===== config.mk =====
export PLATFORM = sky130hd
export DESIGN_NAME = motor_speed_frame_decoder_top
export DESIGN_NICKNAME = d
export VERILOG_FILES = /design/src/hdl/msfd_pkg.sv /design/src/hdl/motor_speed_frame_decoder_top.sv
export SDC_FILE = /design/constraint.sdc
export NUM_CORES = 1
export LEC_CHECK = 0
export ABC_AREA = 1
export BUFFER_PORTS_ARGS = -buffer_cell sky130_fd_sc_hd__buf_2
export CORE_UTILIZATION = 50
export CTS_BUF_LIST = sky130_fd_sc_hd__clkbuf_8
export DETAILED_ROUTE_END_ITERATION = 10
export PLACE_DENSITY_LB_ADDON = 0.2
export REMOVE_ABC_BUFFERS = 1
export SLEW_MARGIN = 20
export SYNTH_ARGS = -nofsm -noshare
export SYNTH_HDL_FRONTEND = slang
export SYNTH_SLANG_ARGS = --single-unit

===== constraint.sdc =====
create_clock -name aclk -period 4.9 [get_ports aclk]
set_input_delay 0 -clock aclk [delete_from_list [all_inputs] [get_ports aclk]]
set_output_delay 0 -clock aclk [all_outputs]
set_load 0.01 [all_outputs]

===== src/hdl/msfd_pkg.sv =====
// Package for the motor speed frame decoder.
// Holds the frame constants and the sign-magnitude decode function.
// No dependencies.
package msfd_pkg;

    localparam int FRAME_BYTES   = 10;
    localparam int PAYLOAD_BYTES = FRAME_BYTES - 2;
    localparam int POS_W         = 4;
    localparam int SLOT_W        = $clog2(PAYLOAD_BYTES);

    localparam logic [7:0] START_BYTE = 8'h24;
    localparam logic [7:0] STOP_BYTE  = 8'h21;

    localparam logic [POS_W-1:0] POS_SEARCH = POS_W'(0);
    localparam logic [POS_W-1:0] POS_STOP   = POS_W'(FRAME_BYTES - 1);

    function automatic logic signed [15:0] sm_to_speed(input logic [7:0] hi,
                                                       input logic [7:0] lo);
        logic [15:0] mag;
        mag = {1'b0, hi[6:0], lo};
        if (hi[7]) begin
            return $signed(16'(~mag + 16'd1));
        end
        return $signed(mag);
    endfunction

endpackage


===== src/hdl/motor_speed_frame_decoder_top.sv =====
// Motor speed frame decoder, top level.
// Deframes '$', four sign-magnitude words, '!' into four signed speeds.
// Depends on msfd_pkg.
//
//   channel | direction | ports
//   --------+-----------+-------------------------------------------------
//   byte    | in        | s_valid, s_ready, s_rx_byte
//   speeds  | out       | m_valid, m_ready, m_left_speed, m_right_speed,
//           |           | m_left_speed_b, m_right_speed_b
//
// One byte per cycle while s_ready is high; the edge that accepts a good stop
// byte loads the output register, so m_valid rises in the cycle after that transfer.
// Reset clears the frame position and the output valid; payload bytes
// are not cleared.
// s_ready drops only while a stop byte is expected and a result is still
// stalled in the output register.
module motor_speed_frame_decoder_top (
    input  logic                aclk,
    input  logic                aresetn,
    input  logic                s_valid,
    output logic                s_ready,
    input  logic [7:0]          s_rx_byte,
    output logic                m_valid,
    input  logic                m_ready,
    output logic signed [15:0]  m_left_speed,
    output logic signed [15:0]  m_right_speed,
    output logic signed [15:0]  m_left_speed_b,
    output logic signed [15:0]  m_right_speed_b
);
    import msfd_pkg::*;

    logic [POS_W-1:0]        pos_reg, pos_next;
    logic [7:0]              payload_reg [PAYLOAD_BYTES];
    logic                    m_valid_reg, m_valid_next;
    logic signed [15:0]      speed_reg [4];
    logic                    s_xfer;
    logic                    at_stop;
    logic                    at_payload;
    logic                    frame_good;
    logic [SLOT_W-1:0]       slot;

    assign at_stop    = (pos_reg >= POS_STOP);
    assign at_payload = (pos_reg != POS_SEARCH) && !at_stop;
    assign slot       = SLOT_W'(pos_reg - POS_W'(1));
    assign s_ready    = !(at_stop && m_valid_reg && !m_ready);
    assign s_xfer     = s_valid && s_ready;
    assign frame_good = s_xfer && at_stop && (s_rx_byte == STOP_BYTE);

    always_comb begin
        pos_next = pos_reg;
        if (s_xfer) begin
            priority if (pos_reg == POS_SEARCH) begin
                pos_next = (s_rx_byte == START_BYTE) ? POS_W'(1) : POS_SEARCH;
            end else if (at_payload) begin
                pos_next = pos_reg + POS_W'(1);
            end else begin
                pos_next = POS_SEARCH;
            end
        end
    end

    always_comb begin
        m_valid_next = m_valid_reg;
        if (m_valid_reg && m_ready) begin
            m_valid_next = 1'b0;
        end
        if (frame_good) begin
            m_valid_next = 1'b1;
        end
    end

    always_ff @(posedge aclk) begin
        if (!aresetn) begin
            pos_reg     <= POS_SEARCH;
            m_valid_reg <= 1'b0;
        end else begin
            pos_reg     <= pos_next;
            m_valid_reg <= m_valid_next;
        end
    end

    always_ff @(posedge aclk) begin
        if (s_xfer && at_payload) begin
            payload_reg[slot] <= s_rx_byte;
        end
        if (frame_good) begin
            for (int k = 0; k < 4; k++) begin
                speed_reg[k] <= sm_to_speed(payload_reg[2*k], payload_reg[2*k+1]);
            end
        end
    end

    assign m_valid         = m_valid_reg;
    assign m_left_speed    = speed_reg[0];
    assign m_right_speed   = speed_reg[1];
    assign m_left_speed_b  = speed_reg[2];
    assign m_right_speed_b = speed_reg[3];

endmodule


-- After elaboration in Yosys (flattened, before gate mapping)
Memory sizes are Yosys's and may differ from the RTL's.
Cells that the tools add are included.
- add/sub/neg operators: 6
- multipliers: 0
- divide/modulo/power cells: 0
- magnitude comparators: 1
- eq/ne operators: 2
- shift-type cells: 0
- mux-type cells: 29
- bitwise gates (word level): 4
- reduce and logical (&&, ||, !) cells: 14
- operators by type and width (cell ; count):
    $mux 16 ; 12
    $add 16x1->16 const B ; 4
    $not 15->16 ; 4
    $eq 8x6->1 const B ; 2
    $mux 1 ; 15
    $logic_and 1x1->1 ; 8
    $mux 4 ; 2
    $add 4x1->4 const B ; 1
    $ge 4x4->1 const B ; 1
    $logic_not 4->1 ; 1
    $reduce_bool 4->1 ; 1
    $logic_not 1->1 ; 3
    $sub 3x1->3 const B ; 1
    $reduce_bool 2->1 ; 1
- register bits: 5
- latch bits: 0
- bits in writable memories: 128
- bits in read-only memories: 0
- bits of input ports: 12
- memories kept: 2
- memories (memory ; words ; width ; read ports ; clocked after Yosys merged registers in ; write ports ; RTL line ; text):
    payload_reg ; 8 ; 8 ; 8 ; 0 ; 1 ; motor_speed_frame_decoder_top.sv:33 ; logic [7:0] payload_reg [PAYLOAD_BYTES];
    speed_reg ; 4 ; 16 ; 4 ; 0 ; 4 ; motor_speed_frame_decoder_top.sv:35 ; logic signed [15:0] speed_reg [4];

-- Logic depth before layout (Yosys ltp)
Gate-level depths: netlist of the first run.
- word-level depth: 10
- gate-level depth with buffers: 9
- gate-level depth less buffers: 9

-- Least setup slack after synthesis of the first run
OpenSTA, ideal clock, no wires.
- kind: register to register
- from: register pos_reg[0]
- to: memory speed_reg[0][0] (enable)
- setup time: 0.486 ns
- arrival: 3.787 ns
- required time: 4.414 ns
- slack: 0.627 ns
- cell stages (with the launch flop): 8
- buffers on the path: 0
- cells stage by stage: dfxtp_1 -> inv_1 -> ha_1 -> nand3_2 -> nand2_2 -> nor2_1 -> nand4_1 -> nor2_1
- RTL lines (element ; RTL line ; text):
    start: declaration ; motor_speed_frame_decoder_top.sv:32 ; logic [POS_W-1:0] pos_reg, pos_next;
    start signal: assignment ; motor_speed_frame_decoder_top.sv:77 ; pos_reg <= pos_next;
    end: declaration ; motor_speed_frame_decoder_top.sv:35 ;

==> metrics.txt, run 1 <==
drt pass-1 iters 8; commonest non-fill, non-tap cell in the layout nand2_1; sequential element share of the synthesized area 0.654; cts repair resizes 0; commonest non-fill, non-tap cells in the layout 149 x nand2_1, 128 x edfxtp_1, 77 x inv_1, 77 x buf_2, 69 x nor2_1; Crit. End Element register; clk buf depth 2; fraction of layout cells with a size suffix above 1 0.192; number of antenna-violating nets in the routed design 0; Inserted Diodes 0; Cell Area, Placed 0.00658 mm2; RSZ-0062 raised after global routing no; row count 39; CTS tree done; drt total wl 11700 um; CP Data Arrival Time 3.04 ns; Core Region 0.0116 mm2; # IOs 78; reg2reg setup slack 1.94 ns; Seq cells post-synth 133; final instance area 0.00709 mm2; Non-Filler Instances 825; first-pass GRT wire length 19100 um; number of antenna violations at the first check in global routing 0; hpwl dp about 8200 um; Setup Fix Bufs, Post-CTS 0; Post-Syn Area 0.00603 mm2; Netlist cell types 24; Gate Count Post-Synth 566; skew final 0.00863 ns; Final Cycle Share 0.604; Residual DRC 4; Vias/cell 5.02; Nets between 600 and 700; final hold vios 0; global route overflow 0; die height 112 um; pwr/cell area around 310 mW/mm2; Max Freq around 340 MHz; placed cell count around 780; vias in the first global route approximately 4000; Port Buffers 77; maximum VDD drop approximately 0.00020 V; Final Wtd Congestion 0.870; crit-path max FO 33; Leakage approximately 2.9 nW; # H-tree levels 4; Final Max Slew Viols 0; Yosys warning total 0; Worst Setup Start Kind register; actual slew at the worst max-slew pin 0.933 ns; post-route minimum period 2.96 ns; TritonCTS Buffers 17; Yosys top cell by area edfxtp_1; outcome complete, but fails checks; Worst Hold Margin 0.405 ns; fillers between 900 and 1000; clock-pin slew on the worst setup and hold paths 0.07 ns; hold crit path type input pin to register; Area Growth Syn to Fin 17.6%; largest net degree at the start of global routing 34; post-layout util 0.613; Synth area leaders edfxtp_1 64%, nand2_1 9.3%, inv_1 4.8%, nor2_1 4.4%, xor2_1 3.9%; Hold-fix buffers, CTS 12; Die W between 100 and 150 um; Overall Global Routing Usage 0.200; Clock Latency Late Sink ~0.43 ns; CP required 4.98 ns; top cell type's share of synthesized area 0.637; violated checks design-rule violations; die area 0.0125 mm2; Avg Cell Area, Syn ~11 um2; Starting Density 0.521; CTS Sinks 133; Via Count 4143; Slew Limit Headroom 0.376; root buffer cell clkbuf_8; Initial DRC Count 224; routed len/inst 14.1 um; Max-cap violations 0; Final Setup Violations 0; Setup TNS 0 ns; critical path class register to register
==> cell usage after synthesis <==
library cell and number:
a21boi_0 2, a21oi_1 5, buf_2 6, dfxtp_1 5, edfxtp_1 128, ha_1 8, inv_1 77, inv_2 2
nand2_1 149, nand2_2 1, nand2_4 1, nand3_1 28, nand3_2 2, nand3_4 1, nand3b_1 5, nand4_1 14
nor2_1 70, nor2_2 4, o21a_1 2, o21ai_0 12, o21ai_2 6, or2_2 3, xnor2_1 8, xor2_1 27
==> final cells by class <==
| type | count | area (um2) | share of cell area |
|---|---|---|---|
| sequential | 133 | 3940 | 0.556 |
| multi-input combinational | 348 | 1770 | 0.249 |
| timing repair buffer | 90 | 513 | 0.0723 |
| inverter | 79 | 297 | 0.0418 |
| clock buffer | 17 | 234 | 0.0330 |
| tap | 143 | 179 | 0.0252 |
| clock inverter | 15 | 159 | 0.0224 |
==> cells by family (layout without fill, tap and decap cells) <==
logic type	after synthesis	in the layout	share of synthesized area
buffers and inverters	85	201	0.0542
xor gates and xnor gates	35	35	0.0508
AOI/OAI and AO/OA	27	27	0.0278
DFF	133	133	0.654
and+or+nand+nor	278	278	0.197
adders and majority gates	8	8	0.0166
==> final timing paths <==
| path | cells after the start | end | startpoint |
|---|---|---|---|
| max | 8 | speed_reg[1][9] | pos_reg[0] |
| min reg2reg | 0 | speed_reg[0][0] | payload_reg[1][0] |
| min | 4 | pos_reg[3] | aresetn |
| max reg2reg | 8 | speed_reg[1][9] | pos_reg[0] |
==> stage by stage <==
step                worst slack (ns)  power, W
floorplan                      0.627   0.00130
global placement                2.12   0.00132
detailed placement              1.93   0.00132
CTS                             1.90   0.00221
global route                    1.70   0.00226
finish                          1.94   0.00219
==> critical path: stages, from the launching register on <==
cell and delay [ns]:
dfxtp_1 0.45, inv_1 0.15, ha_1 0.26, nand3_2 0.13, nand2_2 0.11, nor2_1 0.11
nand4_1 0.13, nor2_4 0.73, buf_4 0.52
==> power breakdown <==
part,total [W],internal (W),switching [W]
Sequential,0.00124,0.00124,0.00000384
Combinational,0.0000578,0.0000201,0.0000377
Clock,0.000888,0.000453,0.000435
Total,0.00219,0.00171,0.000477
==> layer usage <==
metal | global-route usage | up-vias | part of all wire
li1 | - | 2066 | -
met1 | 0.245 | 1951 | 0.42
met2 | 0.342 | 113 | 0.52
met3 | 0.0495 | 13 | 0.049
met4 | 0.0739 | 0 | 0.010
met5 | 0 | - | 0
Power figures use the tool's default switching activity.
==> run 2, diff against run 1 <==
Clock period 4.9 ns to 2.6 ns, I/O delays scaled along.
==> run 2 against run 1 <==
Clock power is 120% higher. Sequential power is 90% higher. Maximum frequency is 36% higher. Critical path type unchanged. The run still ends with design-rule violations left.
==> metrics.txt, run 2 (synthesized netlist as in run 1, its figures left out) <==
actual slew at the worst max-slew pin 0.606 ns; root buffer cell clkbuf_8; vias in the first global route 3892; NetSw roughly 0.00082 W; min setup slack post-route roughly 0.43 ns; # H-tree levels 4; outcome complete, but fails checks; first-pass GRT wire length 18300 um; Residual DRC 5; worst path cell trace inv_1 -> ha_1 -> nand3_2 -> nand2_2 -> nor2_1 -> nand4_1 -> nor2_4 -> buf_4; drt pass-1 iters 8; Area Growth Syn to Fin 19.1%; Crit-path slowest cell dfxtp_1; clock-pin slew on the worst setup and hold paths 0.07 ns; CP Data Arrival Time 2.25 ns; Port Buffers 77; violated checks design-rule violations; pre-CTS setup slack 0.433 ns; fraction of layout cells with a size suffix above 1 0.198; TritonCTS Buffers 17; Buf+Inv Stages, Crit Path 2; CTS Sinks 133; crit-path max cell delay 0.42 ns; hpwl dp 7810 um; Clock Latency Late Sink 0.42 ns; post-route minimum period 2.17 ns; Max-cap violations 0; Crit. End Element register; RSZ-0062 raised after global routing no; Initial DRC Count 206; placed cell count 786; hold crit path type input pin to register; Setup Fix Bufs, Post-CTS 0; die area roughly 0.013 mm2; # IOs 78; Int Power 0.00354 W; largest net degree at the start of global routing 33; critical path class register to register; drt total wl 11100 um; sequential cell area 0.00394 mm2; Final Wtd Congestion 0.815; Leakage approximately 3.0 nW; final hold vios 0; Seq pwr share 0.538; WHS Path Cells 6; Final Setup Violations 0; FF-to-FF path depth 8; Gate power share 0.024; die height 112 um; Final Max Slew Viols 0; Starting Density 0.521; Via Count 4073; Nets 693; maximum VDD drop slightly below 0.0003 V; global route overflow 0; number of antenna-violating nets in the routed design 0; Core Region 0.0116 mm2; CP required 2.68 ns; Slew Limit Headroom 0.594; Inserted Diodes 0; number of antenna violations at the first check in global routing 0; Clock Power Share 0.437; Vias/cell 4.91; post-layout util 0.621; Die W 112 um; CTS tree done; Worst Setup Start Kind register; commonest non-fill, non-tap cells in the layout 149 x nand2_1, 128 x edfxtp_1, 77 x inv_1, 77 x buf_2, 69 x nor2_1; Overall Global Routing Usage 0.191; crit-path max FO 32; routed len/inst 13.4 um; Max Freq 460 MHz; Non-Filler Instances 829; area of the multi-input gates 0.00177 mm2; Top delay family on crit path simple AND/OR/NAND/NOR gates; pwr/cell area 607 mW/mm2; switching part of the total 0.189; Worst Hold Margin 0.0591 ns; cts repair resizes 0; skew final 0.00716 ns; commonest non-fill, non-tap cell in the layout nand2_1; Final Cycle Share 0.836; critical path depth in cells 8; row count 39; clk buf depth 2; Hold-fix buffers, CTS 11; fillers 904
[run 2: cell count changes in the layout (fill, tap and decap cells not counted), moves of 2 or more]
cell / previous run / this run
clkinvlp_4: 6 / 2
clkinv_2: 2 / 5
bufinv_16: 2 / 5
buf_4: 1 / 6
clkinv_4: 4 / 2
[run 2: through the flow]
| step | instance area [um2] | TNS [ns] | power (W) |
|---|---|---|---|
| 2_1_floorplan | 6000 | -107.05 | 0.00244 |
| 3_3_place_gp | 6620 | 0 | 0.00249 |
| 3_5_place_dp | 6620 | 0 | 0.00249 |
| 4_1_cts | 7180 | 0 | 0.00440 |
| 5_1_grt | 7180 | 0 | 0.00452 |
| 6_report | 7180 | 0 | 0.00436 |
[run 2: worst register-to-register path: stages, from the launching register on]
cell and delay [ns]:
dfxtp_1 0.42, inv_1 0.14, ha_1 0.26, nand3_2 0.13
nand2_2 0.12, nor2_1 0.11, nand4_1 0.13, nor2_4 0.12
buf_4 0.39
[run 2: metal layers]
| metal | vias to the layer above | global-route usage | wire (um) |
|---|---|---|---|
| met5 | - | 0 | 0 |
| met3 | 19 | 0.0490 | 474 |
| met2 | 88 | 0.315 | 5410 |
| met1 | 1894 | 0.238 | 5040 |
| met4 | 0 | 0.0829 | 148 |
| li1 | 2072 | - | - |
[run 2: final cells by class]
class / count / area share
clock buffers: 18 / 0.0345
flip-flops and latches: 133 / 0.549
clock inverters: 14 / 0.0289
inverters: 79 / 0.0413
well taps: 143 / 0.0249
multi-input cells: 348 / 0.246
repair buffers: 94 / 0.0752
[run 2: power by group through the flow]
stage	clock [W]	combinational, W	sequential, W
detailed placement	0	0.0000944	0.00239
global placement	0	0.0000915	0.00239
floorplan	0	0.0000483	0.00239
CTS	0.00195	0.000107	0.00235
global route	0.00205	0.000119	0.00235
finish	0.00191	0.000106	0.00235
[run 2: worst paths after layout]
kind	from	endpoint	slack, ns
setup reg to reg	pos_reg[0]	speed_reg[0][1]	0.43
hold / removal	m_ready	m_valid	0.06
setup / recovery	pos_reg[0]	speed_reg[0][1]	0.43
hold reg to reg	payload_reg[7][0]	speed_reg[3][0]	0.47
==> run 3, diff against run 2 <==
Settings changed: ABC_AREA 1 to 0.
Clock period 2.6 ns to 1.9 ns, I/O delays scaled along.
==> run 3 against run 2 <==
The flow finishes with violations (negative setup slack). Critical endpoint is now payload_reg[7][6]. Synthesized cell count fell by 37%. Maximum frequency up 5.7%. Sequential share of layout area is 2.1 points lower. Core utilization up 9.4 points. Wire length down 2.0%. Total power up 34%. First-iteration DRC count grew 21%. Clock power up 25%. Global-route usage up 0.97 points. Hold slack improved by 0.34 ns.
==> metrics.txt, run 3 <==
min setup slack post-route -0.155 ns; die area approximately 0.011 mm2; Post-synth EDFFs 128; Final Wtd Congestion 0.873; commonest non-fill, non-tap cell in the layout edfxtp_1; synth cell count leaders 128 x edfxtp_1, 51 x xnor2_1, 28 x nand2_1, 21 x o21ai_0, 14 x o31ai_1; pwr/cell area just under 800 mW/mm2; CP Data Arrival Time 2.22 ns; reg2reg setup slack -0.15 ns; Gate Count Post-Synth around 360; # IOs 78; sequential element share of the synthesized area 0.724; Avg Cell Area, Syn 15.3 um2; Overall Global Routing Usage 0.200; Synth area leaders edfxtp_1 71%, xnor2_1 8.2%, nand2_1 1.9%, o21ai_0 1.9%, o31ai_1 1.9%; clk buf depth 2; largest net degree at the start of global routing 21; Vias/cell approximately 5.1; actual slew at the worst max-slew pin 0.732 ns; fillers roughly 700; Worst Setup Start Kind register; Starting Density 0.521; final hold vios 0; global route overflow 0; clock-pin slew on the worst setup and hold paths approximately 0.070 ns; Setup TNS -12.90 ns; Seq cells post-synth 133; Post-Syn Area ~0.0054 mm2; reg-to-reg startpoint pos_reg[1]; top cell type's share of synthesized area 0.705; worst path cell trace inv_4 -> ha_4 -> or3b_4 -> a21oi_4 -> nand2_4 -> nor4_4 -> buf_6; drt pass-1 iters 7; fraction of layout cells with a size suffix above 1 0.411; vias in the first global route 3422; row count 37; skew final around 0.0074 ns; first-pass GRT wire length 16500 um; async set-reset flop share out of synthesis 0; Top delay family on crit path simple AND/OR/NAND/NOR gates; Yosys top cell by area edfxtp_1; crit path from pos_reg[1]; top-count cell post-synth edfxtp_1; commonest non-fill, non-tap cells in the layout 128 x edfxtp_1, 77 x buf_2, 57 x buf_4, 50 x xnor2_1, 27 x nand2_1; Nets approximately 550; Max Freq between 400 and 500 MHz; critical path class register to register; CTS tree done; root buffer cell clkbuf_8; Leakage 2.69 nW; FF-to-FF End payload_reg[7][6]; outcome complete, but fails checks; Crit. End Element register; post-layout util 0.715; FF-to-FF path depth 7; Slew Limit Headroom 0.512; drt total wl 10900 um; hpwl dp 6910 um; Clock Latency Late Sink around 0.45 ns; Core Region ~0.010 mm2; number of antenna-violating nets in the routed design 0; number of antenna violations at the first check in global routing 0; crit-path max cell delay 0.42 ns; CP required 2.06 ns; Pwr Total 0.00583 W; # H-tree levels 4; Residual DRC 0; Area Growth Syn to Fin 37.3%; Netlist cell types 35; Via Count around 3500; Crit-path slowest cell or3b_4; Initial DRC Count 249; hold crit path type input pin to register; Max-cap violations 0; TritonCTS Buffers 17; placed cell count 620; CTS Sinks 133; Die W 106 um; die height 106 um; Yosys warning total 0; critical path depth in cells 7; Top FF cell, synth edfxtp_1; Buf+Inv Stages, Crit Path 2; Inserted Diodes 0; capture point of the worst path payload_reg[7][6]; violated checks negative setup slack; Final Max Slew Viols 0; post-route minimum period 2.05 ns; crit-path max FO 8; routed len/inst 15.9 um; Final Cycle Share 1.08; RSZ-0062 raised after global routing yes; Final Setup Violations between 100 and 150; Port Buffers 77; Non-Filler Instances about 700; maximum VDD drop approximately 0.00047 V
[run 3: area by class of cell]
class | instances | area (um2) | area share
flip-flops and latches | 133 | 3950 | 0.528
multi-input cells | 206 | 1720 | 0.230
inverters | 12 | 50.0 | 0.00669
well taps | 136 | 170 | 0.0227
clock inverters | 12 | 135 | 0.0181
repair buffers | 162 | 1180 | 0.158
clock buffers | 20 | 275 | 0.0368
[run 3: logic make-up after synthesis]
group	count (synthesis)	synth area share
AOI/OAI and AO/OA	58	0.0739
buffers and inverters	18	0.0124
DFF	133	0.724
adders and majority gates	8	0.0184
xor gates and xnor gates	54	0.0868
and+or+nand+nor	86	0.0847
[run 3: worst min-delay path by stage]
stage / depth (start not counted) / endpoint / from / slack (ns)
floorplan: 0 / payload_reg[0][0] / s_rx_byte[0] / 0.1
global placement: 2 / m_valid / aresetn / 0.29
detailed placement: 2 / pos_reg[2] / aresetn / 0.30
CTS: 3 / pos_reg[2] / aresetn / 0.37
global route: 3 / pos_reg[2] / aresetn / 0.39
finish: 3 / pos_reg[2] / aresetn / 0.40
[run 3: what timing repair did]
action | 4_1_cts | 5_1_grt
pin swaps | 8 | 5
gates resized for setup | 42 | 29
hold buffers | 11 | 0
buffers inserted | 10 | 6
gates cloned | 1 | 1
endpoints found under the hold margin | 69 | 0
setup endpoints to repair | 146 | 149
[run 3: report_power, final]
part | total (W) | switching (W) | internal, W | leakage, nW
Sequential | 0.00322 | 0.0000127 | 0.00320 | 1.19
Clock | 0.00239 | 0.00102 | 0.00138 | 0.220
Combinational | 0.000220 | 0.000119 | 0.000101 | 1.27
Total | 0.00583 | 0.00115 | 0.00468 | 2.69
[run 3: worst min-delay path, cell delays in order]
cell and delay (ns):
dlygate4sd3_1 0.53, buf_2 0.16, o21a_1 0.10
[run 3: per-stage QoR]
step | setup slack (ns) | hold slack, ns | instance area (um2)
2_1_floorplan | -6.01 | 0.0989 | 5430
3_3_place_gp | -0.164 | 0.291 | 6430
3_5_place_dp | -0.323 | 0.297 | 6430
4_1_cts | -0.148 | 0.371 | 7250
5_1_grt | -0.216 | 0.393 | 7480
6_report | -0.155 | 0.398 | 7480
[run 3: routing by layer]
layer / global-route usage / part of all wire / vias up
li1: - / - / 1715
met1: 0.239 / 0.40 / 1667
met2: 0.334 / 0.53 / 106
met3: 0.0497 / 0.055 / 19
met4: 0.110 / 0.018 / 0
met5: 0 / 0 / -
